[src/sv/rgsw_pkg.sv]
// Package for the RGB grayscale / sepia window filter.
// Types, register map, status codes and fixed-point constants; no dependencies.

package rgsw_pkg;

	// Frame side limit: pixels at or past this column or row are never filtered
	localparam int unsigned MAX_SIDE = 4096;
	localparam int unsigned SIDE_W   = 17;

	localparam int unsigned PIX_W   = 8;
	localparam int unsigned COORD_W = 12;
	localparam int unsigned WIN_W   = 13;
	localparam int unsigned PROD_W  = 18;   // 8 bit channel times 10 bit coefficient
	localparam int unsigned ACC_W   = 19;   // sum of three products
	localparam int unsigned GSUM_W  = 10;   // r + g + b + 1

	// Sepia matrix in thousandths, one row per output channel (red, green, blue)
	localparam logic [9:0] SEPIA_K [3][3] = '{
		'{10'd393, 10'd769, 10'd189},
		'{10'd349, 10'd686, 10'd168},
		'{10'd272, 10'd534, 10'd131}
	};

	localparam logic [9:0]  SEPIA_LIM_SCALE = 10'd1000;
	localparam logic [8:0]  SEPIA_ROUND     = 9'd500;

	// floor(x / 3) = (x * 683) >> 11, exact for x <= 766
	localparam logic [9:0]  DIV3_RECIP = 10'd683;
	localparam int unsigned DIV3_SHIFT = 11;

	// floor(v / 1000) = (v * 134218) >> 27, exact for v <= 255500
	localparam logic [17:0] DIV1000_RECIP = 18'd134218;
	localparam int unsigned DIV1000_SHIFT = 27;

	typedef enum logic [1:0] {
		ST_FILTERED   = 2'd0,
		ST_OUTSIDE    = 2'd1,
		ST_NOT_COLOUR = 2'd2,
		ST_NO_IMAGE   = 2'd3
	} status_t;

	typedef enum logic [2:0] {
		REG_MODE       = 3'd0,
		REG_WIN_LEFT   = 3'd1,
		REG_WIN_TOP    = 3'd2,
		REG_WIN_RIGHT  = 3'd3,
		REG_WIN_BOTTOM = 3'd4,
		REG_MAX_VALUE  = 3'd5,
		REG_IS_COLOUR  = 3'd6,
		REG_IMAGE_PRES = 3'd7
	} reg_addr_t;

	localparam logic MODE_GRAY  = 1'b0;
	localparam logic MODE_SEPIA = 1'b1;

endpackage

[src/sv/rgb_gray_sepia_window_filter_top.sv]
// RGB grayscale / sepia window filter, top level: APB register file and
// a three-stage pixel pipeline. Depends on rgsw_pkg.
//
//  channel   dir  handshake                       payload
//  s_*       in   s_tvalid / s_tready             col, row, red_in, green_in, blue_in
//  m_*       out  m_tvalid / m_tready             red_out, green_out, blue_out, status
//  apb       in   psel & penable & pwrite         mode, window, max_value, flags
//
// One pixel per clock over three register stages unless m_tready stalls; m_tvalid
// is the stage 3 valid bit. Stage 1 does the window test, the constant products
// and the channel sum, stage 2 sums and clamps the sepia terms and scales the sum
// by 1/3, stage 3 scales by 1/1000 and picks the result into the output register.
// Each stage holds when the one after it is full and stalled, so bubbles close up
// and nothing is dropped or repeated. arst_n resets valid and config registers.

module rgb_gray_sepia_window_filter_top
	import rgsw_pkg::*;
(
	input  logic        clk,
	input  logic        arst_n,
	// APB configuration
	input  logic        psel,
	input  logic        penable,
	input  logic        pwrite,
	input  logic [4:0]  paddr,
	input  logic [31:0] pwdata,
	output logic [31:0] prdata,
	output logic        pready,
	// pixel in
	input  logic        s_tvalid,
	output logic        s_tready,
	input  logic [47:0] s_tdata,   // col[11:0], row[23:12], red_in, green_in, blue_in
	// pixel out
	output logic        m_tvalid,
	input  logic        m_tready,
	output logic [31:0] m_tdata    // red_out, green_out, blue_out, status[25:24], zeros
);

	// configuration registers
	logic              mode_q;
	logic [WIN_W-1:0]  win_left_q, win_top_q, win_right_q, win_bottom_q;
	logic [PIX_W-1:0]  max_value_q;
	logic              is_colour_q;
	logic              image_present_q;

	logic      cfg_wr;
	reg_addr_t cfg_addr;

	assign pready   = 1'b1;
	assign cfg_wr   = psel & penable & pwrite & pready;
	assign cfg_addr = reg_addr_t'(paddr[4:2]);

	always_ff @(posedge clk or negedge arst_n) begin
		if (!arst_n) begin
			mode_q          <= MODE_GRAY;
			win_left_q      <= '0;
			win_top_q       <= '0;
			win_right_q     <= WIN_W'(MAX_SIDE);
			win_bottom_q    <= WIN_W'(MAX_SIDE);
			max_value_q     <= 8'd255;
			is_colour_q     <= 1'b1;
			image_present_q <= 1'b0;
		end else if (cfg_wr) begin
			case (cfg_addr)
				REG_MODE:       mode_q          <= pwdata[0];
				REG_WIN_LEFT:   win_left_q      <= pwdata[WIN_W-1:0];
				REG_WIN_TOP:    win_top_q       <= pwdata[WIN_W-1:0];
				REG_WIN_RIGHT:  win_right_q     <= pwdata[WIN_W-1:0];
				REG_WIN_BOTTOM: win_bottom_q    <= pwdata[WIN_W-1:0];
				REG_MAX_VALUE:  max_value_q     <= pwdata[PIX_W-1:0];
				REG_IS_COLOUR:  is_colour_q     <= pwdata[0];
				REG_IMAGE_PRES: image_present_q <= pwdata[0];
				default: ;
			endcase
		end
	end

	always_comb begin
		prdata = '0;
		case (cfg_addr)
			REG_MODE:       prdata = {31'd0, mode_q};
			REG_WIN_LEFT:   prdata = {19'd0, win_left_q};
			REG_WIN_TOP:    prdata = {19'd0, win_top_q};
			REG_WIN_RIGHT:  prdata = {19'd0, win_right_q};
			REG_WIN_BOTTOM: prdata = {19'd0, win_bottom_q};
			REG_MAX_VALUE:  prdata = {24'd0, max_value_q};
			REG_IS_COLOUR:  prdata = {31'd0, is_colour_q};
			REG_IMAGE_PRES: prdata = {31'd0, image_present_q};
			default:        prdata = '0;
		endcase
	end

	// pipeline flow control
	logic vld_s1, vld_s2, vld_s3;
	logic en1, en2, en3;

	assign en3      = !vld_s3 || m_tready;
	assign en2      = !vld_s2 || en3;
	assign en1      = !vld_s1 || en2;
	assign s_tready = en1;

	// input unpack
	logic [COORD_W-1:0] in_col, in_row;
	logic [PIX_W-1:0]   in_px [3];

	assign in_col   = s_tdata[11:0];
	assign in_row   = s_tdata[23:12];
	assign in_px[0] = s_tdata[31:24];
	assign in_px[1] = s_tdata[39:32];
	assign in_px[2] = s_tdata[47:40];

	// stage 1: window test, status, products
	logic    in_win;
	status_t status_c;

	always_comb begin
		in_win = ({1'b0, in_col} >= win_left_q) && ({1'b0, in_col} < win_right_q) &&
		         ({1'b0, in_row} >= win_top_q)  && ({1'b0, in_row} < win_bottom_q) &&
		         (SIDE_W'(in_col) < SIDE_W'(MAX_SIDE)) &&
		         (SIDE_W'(in_row) < SIDE_W'(MAX_SIDE));
		if (!image_present_q)
			status_c = ST_NO_IMAGE;
		else if (!is_colour_q)
			status_c = ST_NOT_COLOUR;
		else if (!in_win)
			status_c = ST_OUTSIDE;
		else
			status_c = ST_FILTERED;
	end

	status_t           status_s1;
	logic              mode_s1;
	logic [PIX_W-1:0]  px_s1 [3];
	logic [PROD_W-1:0] prod_s1 [3][3];
	logic [GSUM_W-1:0] gsum_s1;
	logic [PROD_W-1:0] lim_s1;

	always_ff @(posedge clk or negedge arst_n) begin
		if (!arst_n)
			vld_s1 <= 1'b0;
		else if (en1)
			vld_s1 <= s_tvalid;
	end

	always_ff @(posedge clk) begin
		if (en1 && s_tvalid) begin
			status_s1 <= status_c;
			mode_s1   <= mode_q;
			gsum_s1   <= GSUM_W'(in_px[0]) + GSUM_W'(in_px[1]) + GSUM_W'(in_px[2]) +
			             GSUM_W'(1);
			lim_s1    <= PROD_W'(max_value_q) * PROD_W'(SEPIA_LIM_SCALE);
			for (int i = 0; i < 3; i++) begin
				px_s1[i] <= in_px[i];
				for (int j = 0; j < 3; j++)
					prod_s1[i][j] <= PROD_W'(in_px[j]) * PROD_W'(SEPIA_K[i][j]);
			end
		end
	end

	// stage 2: sepia sums with clamp and half-up bias, grayscale third
	logic [ACC_W-1:0]  acc_c [3];
	logic [PROD_W-1:0] clamp_c [3];
	logic [19:0]       gray_prod_c;

	always_comb begin
		for (int i = 0; i < 3; i++) begin
			acc_c[i] = ACC_W'(prod_s1[i][0]) + ACC_W'(prod_s1[i][1]) +
			           ACC_W'(prod_s1[i][2]);
			if (acc_c[i] > ACC_W'(lim_s1))
				clamp_c[i] = lim_s1 + PROD_W'(SEPIA_ROUND);
			else
				clamp_c[i] = acc_c[i][PROD_W-1:0] + PROD_W'(SEPIA_ROUND);
		end
		gray_prod_c = 20'(gsum_s1) * 20'(DIV3_RECIP);
	end

	status_t           status_s2;
	logic              mode_s2;
	logic [PIX_W-1:0]  px_s2 [3];
	logic [PROD_W-1:0] acc_s2 [3];
	logic [PIX_W-1:0]  gray_s2;

	always_ff @(posedge clk or negedge arst_n) begin
		if (!arst_n)
			vld_s2 <= 1'b0;
		else if (en2)
			vld_s2 <= vld_s1;
	end

	always_ff @(posedge clk) begin
		if (en2 && vld_s1) begin
			status_s2 <= status_s1;
			mode_s2   <= mode_s1;
			gray_s2   <= gray_prod_c[DIV3_SHIFT +: PIX_W];
			for (int i = 0; i < 3; i++) begin
				px_s2[i]  <= px_s1[i];
				acc_s2[i] <= clamp_c[i];
			end
		end
	end

	// stage 3: divide by 1000 and pick the output
	logic [2*PROD_W-1:0] q_prod_c [3];
	logic [PIX_W-1:0]    res_c [3];

	always_comb begin
		for (int i = 0; i < 3; i++) begin
			q_prod_c[i] = (2*PROD_W)'(acc_s2[i]) * (2*PROD_W)'(DIV1000_RECIP);
			if (status_s2 != ST_FILTERED)
				res_c[i] = px_s2[i];
			else if (mode_s2 == MODE_SEPIA)
				res_c[i] = q_prod_c[i][DIV1000_SHIFT +: PIX_W];
			else
				res_c[i] = gray_s2;
		end
	end

	status_t          status_s3;
	logic [PIX_W-1:0] res_s3 [3];

	always_ff @(posedge clk or negedge arst_n) begin
		if (!arst_n)
			vld_s3 <= 1'b0;
		else if (en3)
			vld_s3 <= vld_s2;
	end

	always_ff @(posedge clk) begin
		if (en3 && vld_s2) begin
			status_s3 <= status_s2;
			for (int i = 0; i < 3; i++)
				res_s3[i] <= res_c[i];
		end
	end

	assign m_tvalid = vld_s3;
	assign m_tdata  = {6'd0, status_s3, res_s3[2], res_s3[1], res_s3[0]};

endmodule
[config.mk]
export PLATFORM = sky130hd
export DESIGN_NAME = rgb_gray_sepia_window_filter_top
export DESIGN_NICKNAME = d
export VERILOG_FILES = /design/src/sv/rgsw_pkg.sv /design/src/sv/rgb_gray_sepia_window_filter_top.sv
export SDC_FILE = /design/constraint.sdc
export NUM_CORES = 2
export LEC_CHECK = 0
export ABC_CLOCK_PERIOD_IN_PS = 6880
export BUFFER_PORTS_ARGS = -buffer_cell sky130_fd_sc_hd__buf_2
export CAP_MARGIN = 30
export CORE_MARGIN = 2
export CORE_UTILIZATION = 55
export CTS_BUF_LIST = sky130_fd_sc_hd__clkbuf_4 sky130_fd_sc_hd__clkbuf_8
export DETAILED_ROUTE_END_ITERATION = 10
export PLACE_DENSITY = 0.71
export SETUP_SLACK_MARGIN = 0.02
export SLEW_MARGIN = 5
export SYNTH_ARGS = -nofsm -noshare
export SYNTH_HDL_FRONTEND = slang
export SYNTH_SLANG_ARGS = --single-unit
[constraint.sdc]
create_clock -name clk -period 6.88 [get_ports clk]
set_clock_uncertainty 0.05 [all_clocks]
set_input_delay 0.344 -clock clk [delete_from_list [all_inputs] [get_ports clk]]
set_output_delay 0.344 -clock clk [all_outputs]
set_load 0.02 [all_outputs]
==> flow_metrics.py <==
metrics = {
    "global_route": {
        "grt_start_max_net_pins": 168,
        "grt_pass1_wl_microns": 148000,
        "grt_usage": 0.254,
        "grt_overflow": 0,
        "antenna_found_initial": 2,
        "grt_pass1_vias": 27600,
    },
    "clock_network": {
        "postCtsSetupBuffers": 0,
        "cts_resized": 0,
        "cts_tree": "built",
        "cts-hold-fix-buffers": 17,
        "cts-root-buf": "clkbuf_8",
        "clock_path_buffers": 3,
        "path_clk_slew_ps": 60,
        "clock-sinks": 348,
        "clk_latency_ps": 660,
        "cts_max_level": 3,
        "cts_buffers": 67,
    },
    "timing": {
        "min_period_ps": 5990,
        "setup_viol": 0,
        "drv_slew": 0,
        "worst_pin_slew_ps": 1100,
        "rsz0062_at_grt": "no",
        "slew_headroom": 0.264,
        "hold_viol": 0,
        "hold_slack_ps": 101,
        "period_share": 0.871,
        "fmax_mhz": 167,
        "fin_setup_tns_ps": 0,
    },
    "logic_synthesis": {
        "synth-edff-count": 282,
        "synthTopCellsByArea": "ha_1 29%, edfxtp_1 21%, fa_1 16%",
        "synth_top_cell_by_area": "ha_1",
        "synth_cells": 3756,
        "syn_area_sq_mm": 0.0401,
        "synth_common_cells": "943 x ha_1, 681 x inv_1, 312 x fa_1",
        "synth.most_common_cell": "ha_1",
        "async_flop_share": 0.190,
        "synth-seq-area-share": 0.253,
        "synth_warnings": 0,
        "yosysUniqueCellTypes": 81,
        "ys_seq_elements": 348,
        "syn_avg_cell_area_sq_um": 10.7,
        "synth_top_cell_area_share": 0.294,
        "ys.flop_type": "edfxtp_1",
    },
    "run": {
        "cap_violations": 0,
    },
    "critical_path": {
        "r2r-end": "res_s3[0][23]$_DFFE_PP_",
        "slowest_stage": "fa_1",
        "start_kind": "flip-flop",
        "cp.required_ps": 7200,
        "cp_top_family": "adder cells",
        "arrival_ps": 6310,
        "endpoint_kind": "flip-flop",
        "critPathKind": "flip-flop to flip-flop",
        "r2r-start": "acc_s2[0][42]$_DFFE_PP_",
        "cp_cell_sequence": "ha_1, ha_1, fa_1, inv_1, fa_1, inv_1, fa_1, inv_1, fa_1, inv_1, ha_1, a21oi_1, a2bb2oi_1, nand3b_1, a221o_1, o211ai_1, a21oi_1, o41ai_1, or3_1, nand3_1",
        "reg2reg_slack_ps": 890,
        "path_max_fanout": 6,
        "worstRegToRegCells": 20,
        "critical-path-max-stage-delay_ps": 530,
        "path_buf_inv": 4,
    },
    "outcome": {
        "status": "finished clean",
    },
    "floorplan": {
        "initial_core_util": 0.553,
        "fp-row-count": 99,
        "die_x_microns": 274,
        "design.die.area_sq_mm": 0.0751,
        "core_area_sq_mm": 0.0726,
        "ioPinCount": 159,
        "fp.dieH_microns": 274,
    },
    "min_path": {
        "holdPathStages": 1,
        "hold_path_end": "px_s1[0][9]$_DFFE_PP_",
        "hold_path.class": "input pin to flip-flop",
        "hold_start": "s_tdata[33]",
    },
    "drt": {
        "ant_nets": 0,
        "first_iter_violations": 1516,
        "avgRoutedWirePerCell_microns": 18.7,
        "via_per_inst": 5.57,
        "vias": 27500,
        "drc": 0,
        "wl_microns": 92600,
        "drt_first_pass_iters": 5,
    },
    "final_layout": {
        "nets": 5278,
        "fin_util": 0.595,
        "syn_to_final_growth_pct": 7.69,
        "post_route_cells_drive_above_1_share": 0.0773,
    },
    "place": {
        "gp_congestion": 0.947,
        "dp_hpwl_microns": 75400,
        "io_buffers": 111,
    },
}
## worst reg2reg max path: stages (launching register included)
cell and delay, ps:
edfxtp_1 520, ha_1 350, ha_1 220, fa_1 530
inv_1 50, fa_1 480, inv_1 60, fa_1 530
inv_1 60, fa_1 520, inv_1 40, ha_1 300
a21oi_1 160, a2bb2oi_1 180, nand3b_1 110, a221o_1 350
o211ai_1 290, a21oi_1 160, o41ai_1 520, or3_1 180
nand3_1 70
## worst max path at each step
stage / startpoint / to / slack, ps / depth (start not counted)
detailed placement: acc_s2[0][41]$_DFFE_PP_ / res_s3[0][23]$_DFFE_PP_ / 810 / 20
floorplan: acc_s2[0][42]$_DFFE_PP_ / res_s3[0][22]$_DFFE_PP_ / 1360 / 20
CTS: acc_s2[0][41]$_DFFE_PP_ / res_s3[0][23]$_DFFE_PP_ / 810 / 20
finish: acc_s2[0][42]$_DFFE_PP_ / res_s3[0][23]$_DFFE_PP_ / 890 / 20
global route: acc_s2[0][40]$_DFFE_PP_ / res_s3[0][22]$_DFFE_PP_ / 480 / 20
global placement: acc_s2[0][39]$_DFFE_PP_ / res_s3[0][23]$_DFFE_PP_ / 890 / 20
## sequential cells by signal (all words and copies together), names as in the netlist, 15 cells and up
register / flops
px_s2: 24
lim_s1: 15
acc_s2: 54
res_s3: 24
prod_s1: 115
px_s1: 24
## through the flow
stage          std cells  setup slack (ps)  instance area, sq um
3_5_place_dp        4804               807                 41800
3_3_place_gp        4804               888                 41800
2_1_floorplan       3780              1360                 40200
6_report            4942               888                 43200
4_1_cts             4941               812                 43200
5_1_grt             4942               480                 43200
## metal layers
metal | GRT usage | wire, microns | part of all wire | vias up
met1 | 0.349 | 41600 | 0.45 | 13400
met3 | 0.0337 | 5310 | 0.057 | 152
li1 | - | - | - | 13300
met5 | 0 | 0 | 0 | -
met4 | 0.0734 | 2500 | 0.027 | 0
met2 | 0.420 | 43200 | 0.47 | 650
## area by class of cell
type	count	area, sq um
diodes	1	2.50
clock buffers	88	1100
clock inverters	32	184
fillers	6193	29400
inverters	681	2560
multi-input cells	2692	27200
flip-flops and latches	348	10100
well taps	959	1200
repair buffers	141	836
## placed cells by master (no fill, tap or decap), types with 11 or more instances in the layout
cell / n
clkbuf_4: 18
inv_1: 681
a21oi_1: 144
o21bai_1: 33
and3_1: 18
a22oi_1: 11
buf_2: 111
mux2i_1: 44
nand2_1: 144
nor4_1: 11
or3_1: 22
a31oi_1: 16
clkbuf_8: 70
nand3_1: 34
a211oi_1: 22
conb_1: 26
dfrtp_1: 55
nor2_1: 142
mux2_2: 32
fa_1: 312
a21o_1: 65
o21a_1: 22
dlygate4sd3_1: 17
buf_4: 12
nor2b_1: 34
dfstp_2: 11
o21ai_0: 147
nor3_1: 48
o211ai_1: 17
edfxtp_1: 282
o31a_1: 11
clkinv_2: 16
ha_1: 943
xnor2_1: 155
xor2_1: 42
nand2b_1: 25
nand4_1: 30
## cells by family after synthesis
kind of cell               count (synthesis)  share of synthesized area
adders and majority gates               1255                      0.450
buffers and inverters                    740                     0.0721
AOI/OAI and AO/OA                        581                     0.0934
and+or+nand+nor                          555                     0.0680
DFF                                      348                      0.253
xor gates and xnor gates                 197                     0.0430
muxes                                     78                     0.0211
other                                      2                   0.000187
Power is not shown: default switching activity piles up to over one toggle a cycle in this logic, so the estimate is an artifact.
